$ cat config.mk
export PLATFORM = sky130hd
export DESIGN_NAME = hvl_ctrl
export DESIGN_NICKNAME = d
export VERILOG_FILES = /design/src/rtl/hvl_pkg.sv /design/src/rtl/hvl_ctrl.sv
export SDC_FILE = /design/constraint.sdc
export NUM_CORES = 1
export LEC_CHECK = 0
export BUFFER_PORTS_ARGS = -buffer_cell sky130_fd_sc_hd__clkbuf_2
export CORE_MARGIN = 4
export CORE_UTILIZATION = 54
export DETAILED_ROUTE_END_ITERATION = 6
export HOLD_SLACK_MARGIN = 0.15
export MAX_ROUTING_LAYER = met4
export PLACE_DENSITY = 0.89
export REMOVE_ABC_BUFFERS = 1
export SLEW_MARGIN = 20
export SYNTH_ARGS = -nofsm -noshare
export SYNTH_HDL_FRONTEND = slang
export SYNTH_SLANG_ARGS = --single-unit
$ cat constraint.sdc
create_clock -name clk_i -period 2.6 [get_ports clk_i]
set_clock_uncertainty 0.15 [all_clocks]
set_input_delay 0.13 -clock clk_i [delete_from_list [all_inputs] [get_ports clk_i]]
set_output_delay 0.13 -clock clk_i [all_outputs]
set_load 0.005 [all_outputs]
$ cat src/rtl/hvl_pkg.sv
package hvl_pkg;

  localparam int MaxTilesSideDef = 64;
  localparam int GammaEntriesDef = 1024;

  localparam int ElevW    = 12;
  localparam int CoordW   = 7;
  localparam int LevelW   = 15;
  localparam int ShadeW   = 8;
  localparam int FracBits = 14;

  // normalizer widths
  localparam int NIW       = 22;          // raw vector component, signed
  localparam int SQW       = 46;          // sum of squares, even
  localparam int RootSteps = SQW / 2;
  localparam int LW        = 23;          // vector length
  localparam int DW        = 37;          // divider remainder
  localparam int DivSteps  = 15;          // quotient bits
  localparam int NW        = 16;          // Q1.14 component, signed
  localparam int SumW      = 18;          // sum of four normals
  localparam int DotW      = 34;
  localparam int LamW      = 17;

  localparam logic [ShadeW-1:0] ShadeMax = 8'd255;
  localparam logic [DotW-1:0]   RoundHalf = DotW'(1 << (FracBits - 1));

  localparam logic [CoordW-1:0] RstTilesWide = 7'd64;
  localparam logic [CoordW-1:0] RstTilesHigh = 7'd64;
  localparam logic [LevelW-1:0] RstLightX    = 15'sd4915;
  localparam logic [LevelW-1:0] RstLightY    = -15'sd9830;
  localparam logic [LevelW-1:0] RstLightZ    = -15'sd13844;
  localparam logic [LevelW-1:0] RstSun       = 15'd16384;
  localparam logic [LevelW-1:0] RstAmbient   = 15'd819;

  typedef enum logic [2:0] {
    CFG_TILES_WIDE,
    CFG_TILES_HIGH,
    CFG_LIGHT_X,
    CFG_LIGHT_Y,
    CFG_LIGHT_Z,
    CFG_SUN,
    CFG_AMBIENT
  } hvl_cfg_idx_e;

  typedef enum logic [1:0] {
    SRC_CORNER,
    SRC_SUM,
    SRC_LIGHT
  } hvl_src_e;

  typedef enum logic [3:0] {
    ST_IDLE,
    ST_READ,
    ST_RAW,
    ST_NORM_C,
    ST_SUM,
    ST_NORM_S,
    ST_LIGHT,
    ST_NORM_L,
    ST_DOT,
    ST_LIN,
    ST_GAMMA,
    ST_LOOKUP,
    ST_FINISH
  } hvl_state_e;

  typedef enum logic [2:0] {
    N_IDLE,
    N_SQ,
    N_ROOT,
    N_DIVI,
    N_DIV
  } hvl_nstate_e;

  typedef logic [2:0][NIW-1:0] hvl_raw_t;
  typedef logic [2:0][NW-1:0]  hvl_nrm_t;

  typedef struct packed {
    logic       accept;
    logic       rd_en;
    logic [1:0] rd_sel;
    logic       cap_en;
    logic [1:0] cap_sel;
    logic [1:0] corner;
    logic       norm_start;
    hvl_src_e   norm_src;
    logic       sum_add;
    logic       nrm_keep;
    logic       dot_en;
    logic [1:0] dot_sel;
    logic       lin_en;
    logic       gamma_en;
    logic       look_en;
    logic       out_load;
  } hvl_cmd_t;

  typedef struct packed {
    logic is_shade;
    logic outside;
    logic centre;
    logic norm_done;
    logic out_busy;
  } hvl_status_t;

  // largest s with (s/255)^2.2 <= k/n, exact integer compare
  function automatic logic [7:0] gamma_entry(input int unsigned k, input int unsigned n);
    logic [159:0] rhs;
    logic [159:0] lhs;
    logic [7:0]   s;
    logic [7:0]   t;
    rhs = 160'd1;
    for (int i = 0; i < 5; i++) rhs = rhs * 160'(k);
    for (int i = 0; i < 11; i++) rhs = rhs * 160'd255;
    s = '0;
    for (int b = 7; b >= 0; b--) begin
      t = s | 8'(1 << b);
      lhs = 160'd1;
      for (int i = 0; i < 11; i++) lhs = lhs * 160'(t);
      for (int i = 0; i < 5; i++) lhs = lhs * 160'(n);
      if (lhs <= rhs) s = t;
    end
    return s;
  endfunction

endpackage

$ cat src/rtl/hvl_ctrl.sv
module hvl_ctrl import hvl_pkg::*; (
  input  logic        clk_i,
  input  logic        rst_ni,
  input  logic        in_valid_i,
  output logic        in_ready_o,
  input  hvl_status_t st_i,
  output hvl_cmd_t    cmd_o
);

  hvl_state_e state_q, state_d;
  logic [1:0] k_q, k_d;
  logic [2:0] rd_q, rd_d;
  logic [1:0] d_q, d_d;

  always_comb begin
    state_d    = state_q;
    k_d        = k_q;
    rd_d       = rd_q;
    d_d        = d_q;
    in_ready_o = 1'b0;
    cmd_o      = '0;
    cmd_o.norm_src = SRC_CORNER;
    cmd_o.corner   = k_q;
    unique case (state_q)
      ST_IDLE: begin
        in_ready_o = 1'b1;
        if (in_valid_i) begin
          cmd_o.accept = 1'b1;
          k_d  = '0;
          rd_d = '0;
          if (st_i.is_shade) begin
            state_d = st_i.outside ? ST_FINISH : ST_READ;
          end
        end
      end
      ST_READ: begin
        cmd_o.rd_en   = ~rd_q[2];
        cmd_o.rd_sel  = rd_q[1:0];
        cmd_o.cap_en  = rd_q != 3'd0;
        cmd_o.cap_sel = rd_q[1:0] - 2'd1;
        rd_d = rd_q + 3'd1;
        if (rd_q[2]) state_d = ST_RAW;
      end
      ST_RAW: begin
        cmd_o.norm_start = 1'b1;
        state_d = ST_NORM_C;
      end
      ST_NORM_C: begin
        if (st_i.norm_done) begin
          if (st_i.centre) begin
            cmd_o.sum_add = 1'b1;
            if (k_q == 2'd3) begin
              state_d = ST_SUM;
            end else begin
              k_d     = k_q + 2'd1;
              rd_d    = '0;
              state_d = ST_READ;
            end
          end else begin
            cmd_o.nrm_keep = 1'b1;
            state_d = ST_LIGHT;
          end
        end
      end
      ST_SUM: begin
        cmd_o.norm_start = 1'b1;
        cmd_o.norm_src   = SRC_SUM;
        state_d = ST_NORM_S;
      end
      ST_NORM_S: begin
        if (st_i.norm_done) begin
          cmd_o.nrm_keep = 1'b1;
          state_d = ST_LIGHT;
        end
      end
      ST_LIGHT: begin
        cmd_o.norm_start = 1'b1;
        cmd_o.norm_src   = SRC_LIGHT;
        state_d = ST_NORM_L;
      end
      ST_NORM_L: begin
        if (st_i.norm_done) begin
          d_d     = '0;
          state_d = ST_DOT;
        end
      end
      ST_DOT: begin
        cmd_o.dot_en  = 1'b1;
        cmd_o.dot_sel = d_q;
        d_d = d_q + 2'd1;
        if (d_q == 2'd2) state_d = ST_LIN;
      end
      ST_LIN: begin
        cmd_o.lin_en = 1'b1;
        state_d = ST_GAMMA;
      end
      ST_GAMMA: begin
        cmd_o.gamma_en = 1'b1;
        state_d = ST_LOOKUP;
      end
      ST_LOOKUP: begin
        cmd_o.look_en = 1'b1;
        state_d = ST_FINISH;
      end
      ST_FINISH: begin
        if (!st_i.out_busy) begin
          cmd_o.out_load = 1'b1;
          state_d = ST_IDLE;
        end
      end
      default: state_d = ST_IDLE;
    endcase
  end

  always_ff @(posedge clk_i or negedge rst_ni) begin
    if (!rst_ni) begin
      state_q <= ST_IDLE;
      k_q     <= '0;
      rd_q    <= '0;
      d_q     <= '0;
    end else begin
      state_q <= state_d;
      k_q     <= k_d;
      rd_q    <= rd_d;
      d_q     <= d_d;
    end
  end

endmodule

==> results of run 1 <==
## worst paths after layout
| check | slack [ps] | from | depth (start not counted) | to |
|---|---|---|---|---|
| worst max-delay path | 160 | state_q[3] | 6 | state_q[3] |
| worst min register to register | 380 | k_q[1] | 2 | k_q[1] |
| max in group asynchronous | 1200 | rst_ni | 3 | state_q[1] |
| worst max register to register | 160 | state_q[3] | 6 | state_q[3] |
| min in group asynchronous | 740 | rst_ni | 3 | d_q[0] |
| worst min-delay path | 170 | st_i[1] | 4 | d_q[1] |
## cell usage in the layout, fill, tap and decap left out, drive strengths merged, types with 3 or more instances in the layout
master,instances
nand2b,4
nor3,5
a21oi,6
nand3b,3
dlygate4sd3,4
inv,6
nor2,23
clkbuf,33
nand2,19
dfrtp,11
ha,4
o21ai,11
## sequential cells by signal (all words and copies together), names as in the netlist
register	count
d_q	2
rd_q	3
state_q	4
k_q	2
## kinds of logic (layout without fill, tap and decap cells)
| kind of cell | count (synthesis) | count (layout) | synth area share [%] |
|---|---|---|---|
| simple gates | 63 | 63 | 33.2 |
| compound gates | 27 | 27 | 20.3 |
| buf+inv | 15 | 45 | 8.75 |
| flops | 11 | 11 | 29.2 |
| fa+ha+maj | 4 | 4 | 5.31 |
| mux | 3 | 3 | 3.32 |
## repair_timing
item | in CTS | in global routing
hold endpoints to repair | 12 | 0
gates resized for setup | 0 | 1
hold buffers | 4 | 0
endpoints found under the setup margin | 0 | 1
## per-stage QoR
step	instances	power [uW]	instance area (um^2)	hold WS [ps]	worst slack, ps
after floorplan	114	859	883	-316	678
after global placement	161	1070	1060	-134	552
after detailed placement	161	1100	1060	-126	478
after CTS	169	1240	1130	170	151
after global routing	169	1360	1130	189	46.7
final	169	1240	1130	175	165
## final cells by class
type	instances	area [um^2]
Fill cell	134	445
Multi-Input combinational cell	97	586
Timing Repair Buffer	35	200
Clock buffer	4	26.3
Inverter	6	22.5
Sequential cell	11	277
Tap cell	16	20.0
## tightest hold or removal path: stages
cell and delay, ps:
clkbuf_2 120, nand2_1 100, o21ai_0 70, o21ai_0 130
## power by group through the flow
stage	Clock, uW	Combinational (uW)	Sequential (uW)
3_3_place_gp	0	684	383
5_1_grt	131	816	409
3_5_place_dp	0	713	391
4_1_cts	121	733	387
6_report	119	727	393
2_1_floorplan	0	491	368
## routing by layer
metal / GRT usage (%) / wire [um] / part of all wire, % / vias to the layer above
li1: - / - / - / 483
met1: 23.4 / 990 / 42 / 445
met2: 36.6 / 1210 / 51 / 33
met3: 6.33 / 115 / 4.8 / 12
met4: 9.22 / 69 / 2.9 / 0
met5: - / 0 / 0 / -
==> metrics, run 1 <==
Max Cap Violations 0; DRT Pass-1 Iters 4; Initial Util between 50% and 60%; Tmin final 2440 ps; DRT iter0 DRCs 27; Hold Crit Class primary input to flip-flop; share of power burned in the clock network a little under a tenth; net switching power roughly 600 uW; vias per cell about 5.8; Die W 49.8 um; largest net degree at the start of global routing 19; CP Class flip-flop to flip-flop; Synth area leaders dfrtp_1 29%, nor2_1 9.2%, nand2_1 7.2%; RSZ-0062 raised after global routing false; Logic pwr share slightly below 60%; clock-pin slew on the worst setup and hold paths approximately 70 ps; Layout Utilization between 70% and 80%; P per Cell Area around 1100 mW/mm^2; Top Ports 30; Worst EP required ~2600 ps; htree depth 1; final setup violation count 0; CP Cell Sequence nor4bb_1, o21ai_2, o21ai_2, nand3b_4, o21ai_0, dlygate4sd3_1; DIE AREA between 0.002 and 0.0025 mm^2; Critical Path AT between 2000 and 2500 ps; Worst Setup Start Kind flip-flop; worst skew pair latency 270 ps; CTS tree yes; Slew @ Worst Pin approximately 510 ps; Mapped Area approximately 940 um^2; CTS root buf clkbuf_4; post-DP HPWL 1840 um; CP top delay family simple AND/OR/NAND/NOR gates; global-route wire length before repair roughly 4100 um; share of power burned in registers between 30% and 40%; most used cell, CP o21ai_2; status finished clean; Post-layout nets roughly 170; Seq cells post-synth 11; number of buffers created by CTS 3; number of synthesized flops with an enable pin 0; number of routed nets with antenna violations 0; postcts setup bufs 0; layout cells sized above 1 26.8%; initial antenna violation count 0; post-synthesis cell type count 38; GR Util All Layers a little over a fifth; cell with the most instances after synthesis nor2_1; critical path's slowest cell dfrtp_1; Synth area leader dfrtp_1; dominant synthesized flop cell dfrtp_1; crit path buf inv count 1; Area Overhead vs Synth 19.9%; final worst path period share between 90 and 100%; Via Count approximately 1000; die height about 50 um; P_leak approximately 0.00055 uW; CP endpoint kind flip-flop; # DRC 0; Post-Route WL ~2400 um; GPL Wtd Cong between 0.8 and 0.9; fmax ~410 MHz; Max VDD drop around 0.65 mV; setup tns final 0 ps; crit path max fanout 15; Post-synth ARST share 100%; # port buffers 29; Antenna diodes 0; Overflow after GRT 0; routed len/inst around 14 um; Final Hold Viols 0; vias in the first global route about 970; switching portion of total power 48.5%; core area 0.00158 mm^2; Commonest cells post-synth 23 x nor2_1, 18 x nand2_1, 11 x dfrtp_1; Max Slew Vio Count 0; synthesized area per cell roughly 7.7 um^2; clock sink count 11; max incr delay on CP around 640 ps; synth warn 0; Internal 638 uW; Slew headroom 66.1%; Mapped Cells between 100 and 150; register area share after synthesis just under 30%; Yosys top cell area share 29.2%; Clock Tree Buf Depth 2; Std-Cell Rows 14
Note: power is estimated with default switching activity, not from simulation.
==> run 2, diff against run 1 <==
--- a/config.mk
+++ b/config.mk
@@ -10,7 +10,6 @@
 export CORE_UTILIZATION = 54
 export DETAILED_ROUTE_END_ITERATION = 6
 export HOLD_SLACK_MARGIN = 0.15
-export MAX_ROUTING_LAYER = met4
 export PLACE_DENSITY = 0.89
 export REMOVE_ABC_BUFFERS = 1
 export SLEW_MARGIN = 20
==> run 2 against run 1 <==
Sequential power about the same; count of clock-buffer cells in the layout unchanged; routed wire length increased by 0.34%; global-route usage decreased by 0.57 points; design area unchanged; first-iteration DRC count decreased by 19%; critical path depth unchanged; combinational power about the same; worst setup slack about the same; utilization unchanged; critical endpoint unchanged.
==> metrics, run 2 (synthesis results as in run 1) <==
Initial Util 59.8%; Max Cap Violations 0; Std-Cell Rows 14; layout cells sized above 1 ~27%; DRT Pass-1 Iters 4; CTS root buf clkbuf_4; core area roughly 0.0016 mm^2; pre-CTS setup slack about 480 ps; crit path max fanout 15; clock sink count 11; largest registers state_q: 4 flops, rd_q: 3 flops; most common cell after layout, fill and taps aside clkbuf_2; vias per cell approximately 5.8; routed len/inst ~14 um; CP Class flip-flop to flip-flop; post-DP HPWL around 1800 um; global-route wire length before repair 4040 um; Post-layout nets between 150 and 200; initial antenna violation count 0; DRT iter0 DRCs 22; Overflow after GRT 0; vias in the first global route about 970; Top Ports 30; number of buffers created by CTS 3; Via Count between 900 and 1000; fmax about 400 MHz; CP endpoint kind flip-flop; Clock Tree Buf Depth 2; P_leak 0.000552 uW; final worst path period share approximately 94%; Largest Register state_q; Worst Setup Start Kind flip-flop; postcts setup bufs 0; Hold Crit Class primary input to flip-flop; GR Util All Layers approximately a fifth; Critical Path AT between 2000 and 2500 ps; die height around 50 um; status finished clean; Max VDD drop between 0.6 and 0.7 mV; CTS tree yes; Total Power Consumption around 1200 uW; clock-pin slew on the worst setup and hold paths around 70 ps; Antenna diodes 0; Tmin final approximately 2400 ps; RSZ-0062 raised after global routing false; htree depth 1; GPL Wtd Cong approximately 0.84; Area Overhead vs Synth 19.9%; Slew @ Worst Pin around 510 ps; final setup violation count 0; WHS 171 ps; Final Hold Viols 0; max FFs per register 4; # port buffers 29; number of routed nets with antenna violations 0; # DRC 0; Die W around 50 um; Final WS setup between 150 and 200 ps; Post-Route WL ~2400 um; largest net degree at the start of global routing 19; setup tns final 0 ps; Slew headroom 65.9%; worst skew pair latency ~270 ps; Max Slew Vio Count 0; commonest non-fill, non-tap cells in the layout 29 x clkbuf_2, 23 x nor2_1, 18 x nand2_1; DIE AREA 0.00248 mm^2; Worst EP required around 2600 ps; P per Cell Area roughly 1100 mW/mm^2
## run 2: cell counts in the layout (fill, tap and decap cells not counted)
Identical to the previous run, type by type.
## run 2: routing by layer
layer  vias to the layer above  track usage [%]  part of all wire, %
li1                        483                -                    -
met1                       443             23.4                   41
met5                         -                0                    0
met3                        10             6.33                  5.2
met2                        37             36.6                   51
met4                         0             9.22                  2.8
## run 2: worst max-delay path, cell delays in order (launching register included)
cell and delay (ps):
dfrtp_1 640, nor4bb_1 490, o21ai_2 130, o21ai_2 90, nand3b_4 170, o21ai_0 100, dlygate4sd3_1 560
## run 2: path summary, 6_finish.rpt
kind / from / end / slack, ps / cells past startpoint
min in group asynchronous: rst_ni / d_q[0] / 740 / 3
hold reg to reg: k_q[1] / k_q[1] / 380 / 2
setup / recovery: state_q[3] / state_q[3] / 160 / 6
hold / removal: st_i[1] / d_q[1] / 170 / 4
setup reg to reg: state_q[3] / state_q[3] / 160 / 6
max in group asynchronous: rst_ni / state_q[1] / 1200 / 3
## run 2: report_power, final
part	internal [uW]	total, uW	switching, uW
logic	335	725	390
registers	243	393	150
clock network	59.6	119	59.9
total	638	1240	600
## run 2: repair_timing
item / CTS / global route
setup endpoints to repair: 0 / 1
hold buffers: 4 / 0
resized for setup: 0 / 1
endpoints found under the hold margin: 12 / 0
## run 2: metrics by stage
stage	cells	util, %	cell area, um^2
global placement	161	67.5	1060
floorplan	114	-	883
CTS	169	71.7	1130
global route	169	71.7	1130
finish	169	71.7	1130
detailed placement	161	67.5	1060
## run 2: final cells by class
cell class	instances	area (um^2)
clock buffers	4	26.3
fillers	134	445
inverters	6	22.5
multi-input cells	97	586
flip-flops and latches	11	277
well taps	16	20.0
repair buffers	35	200
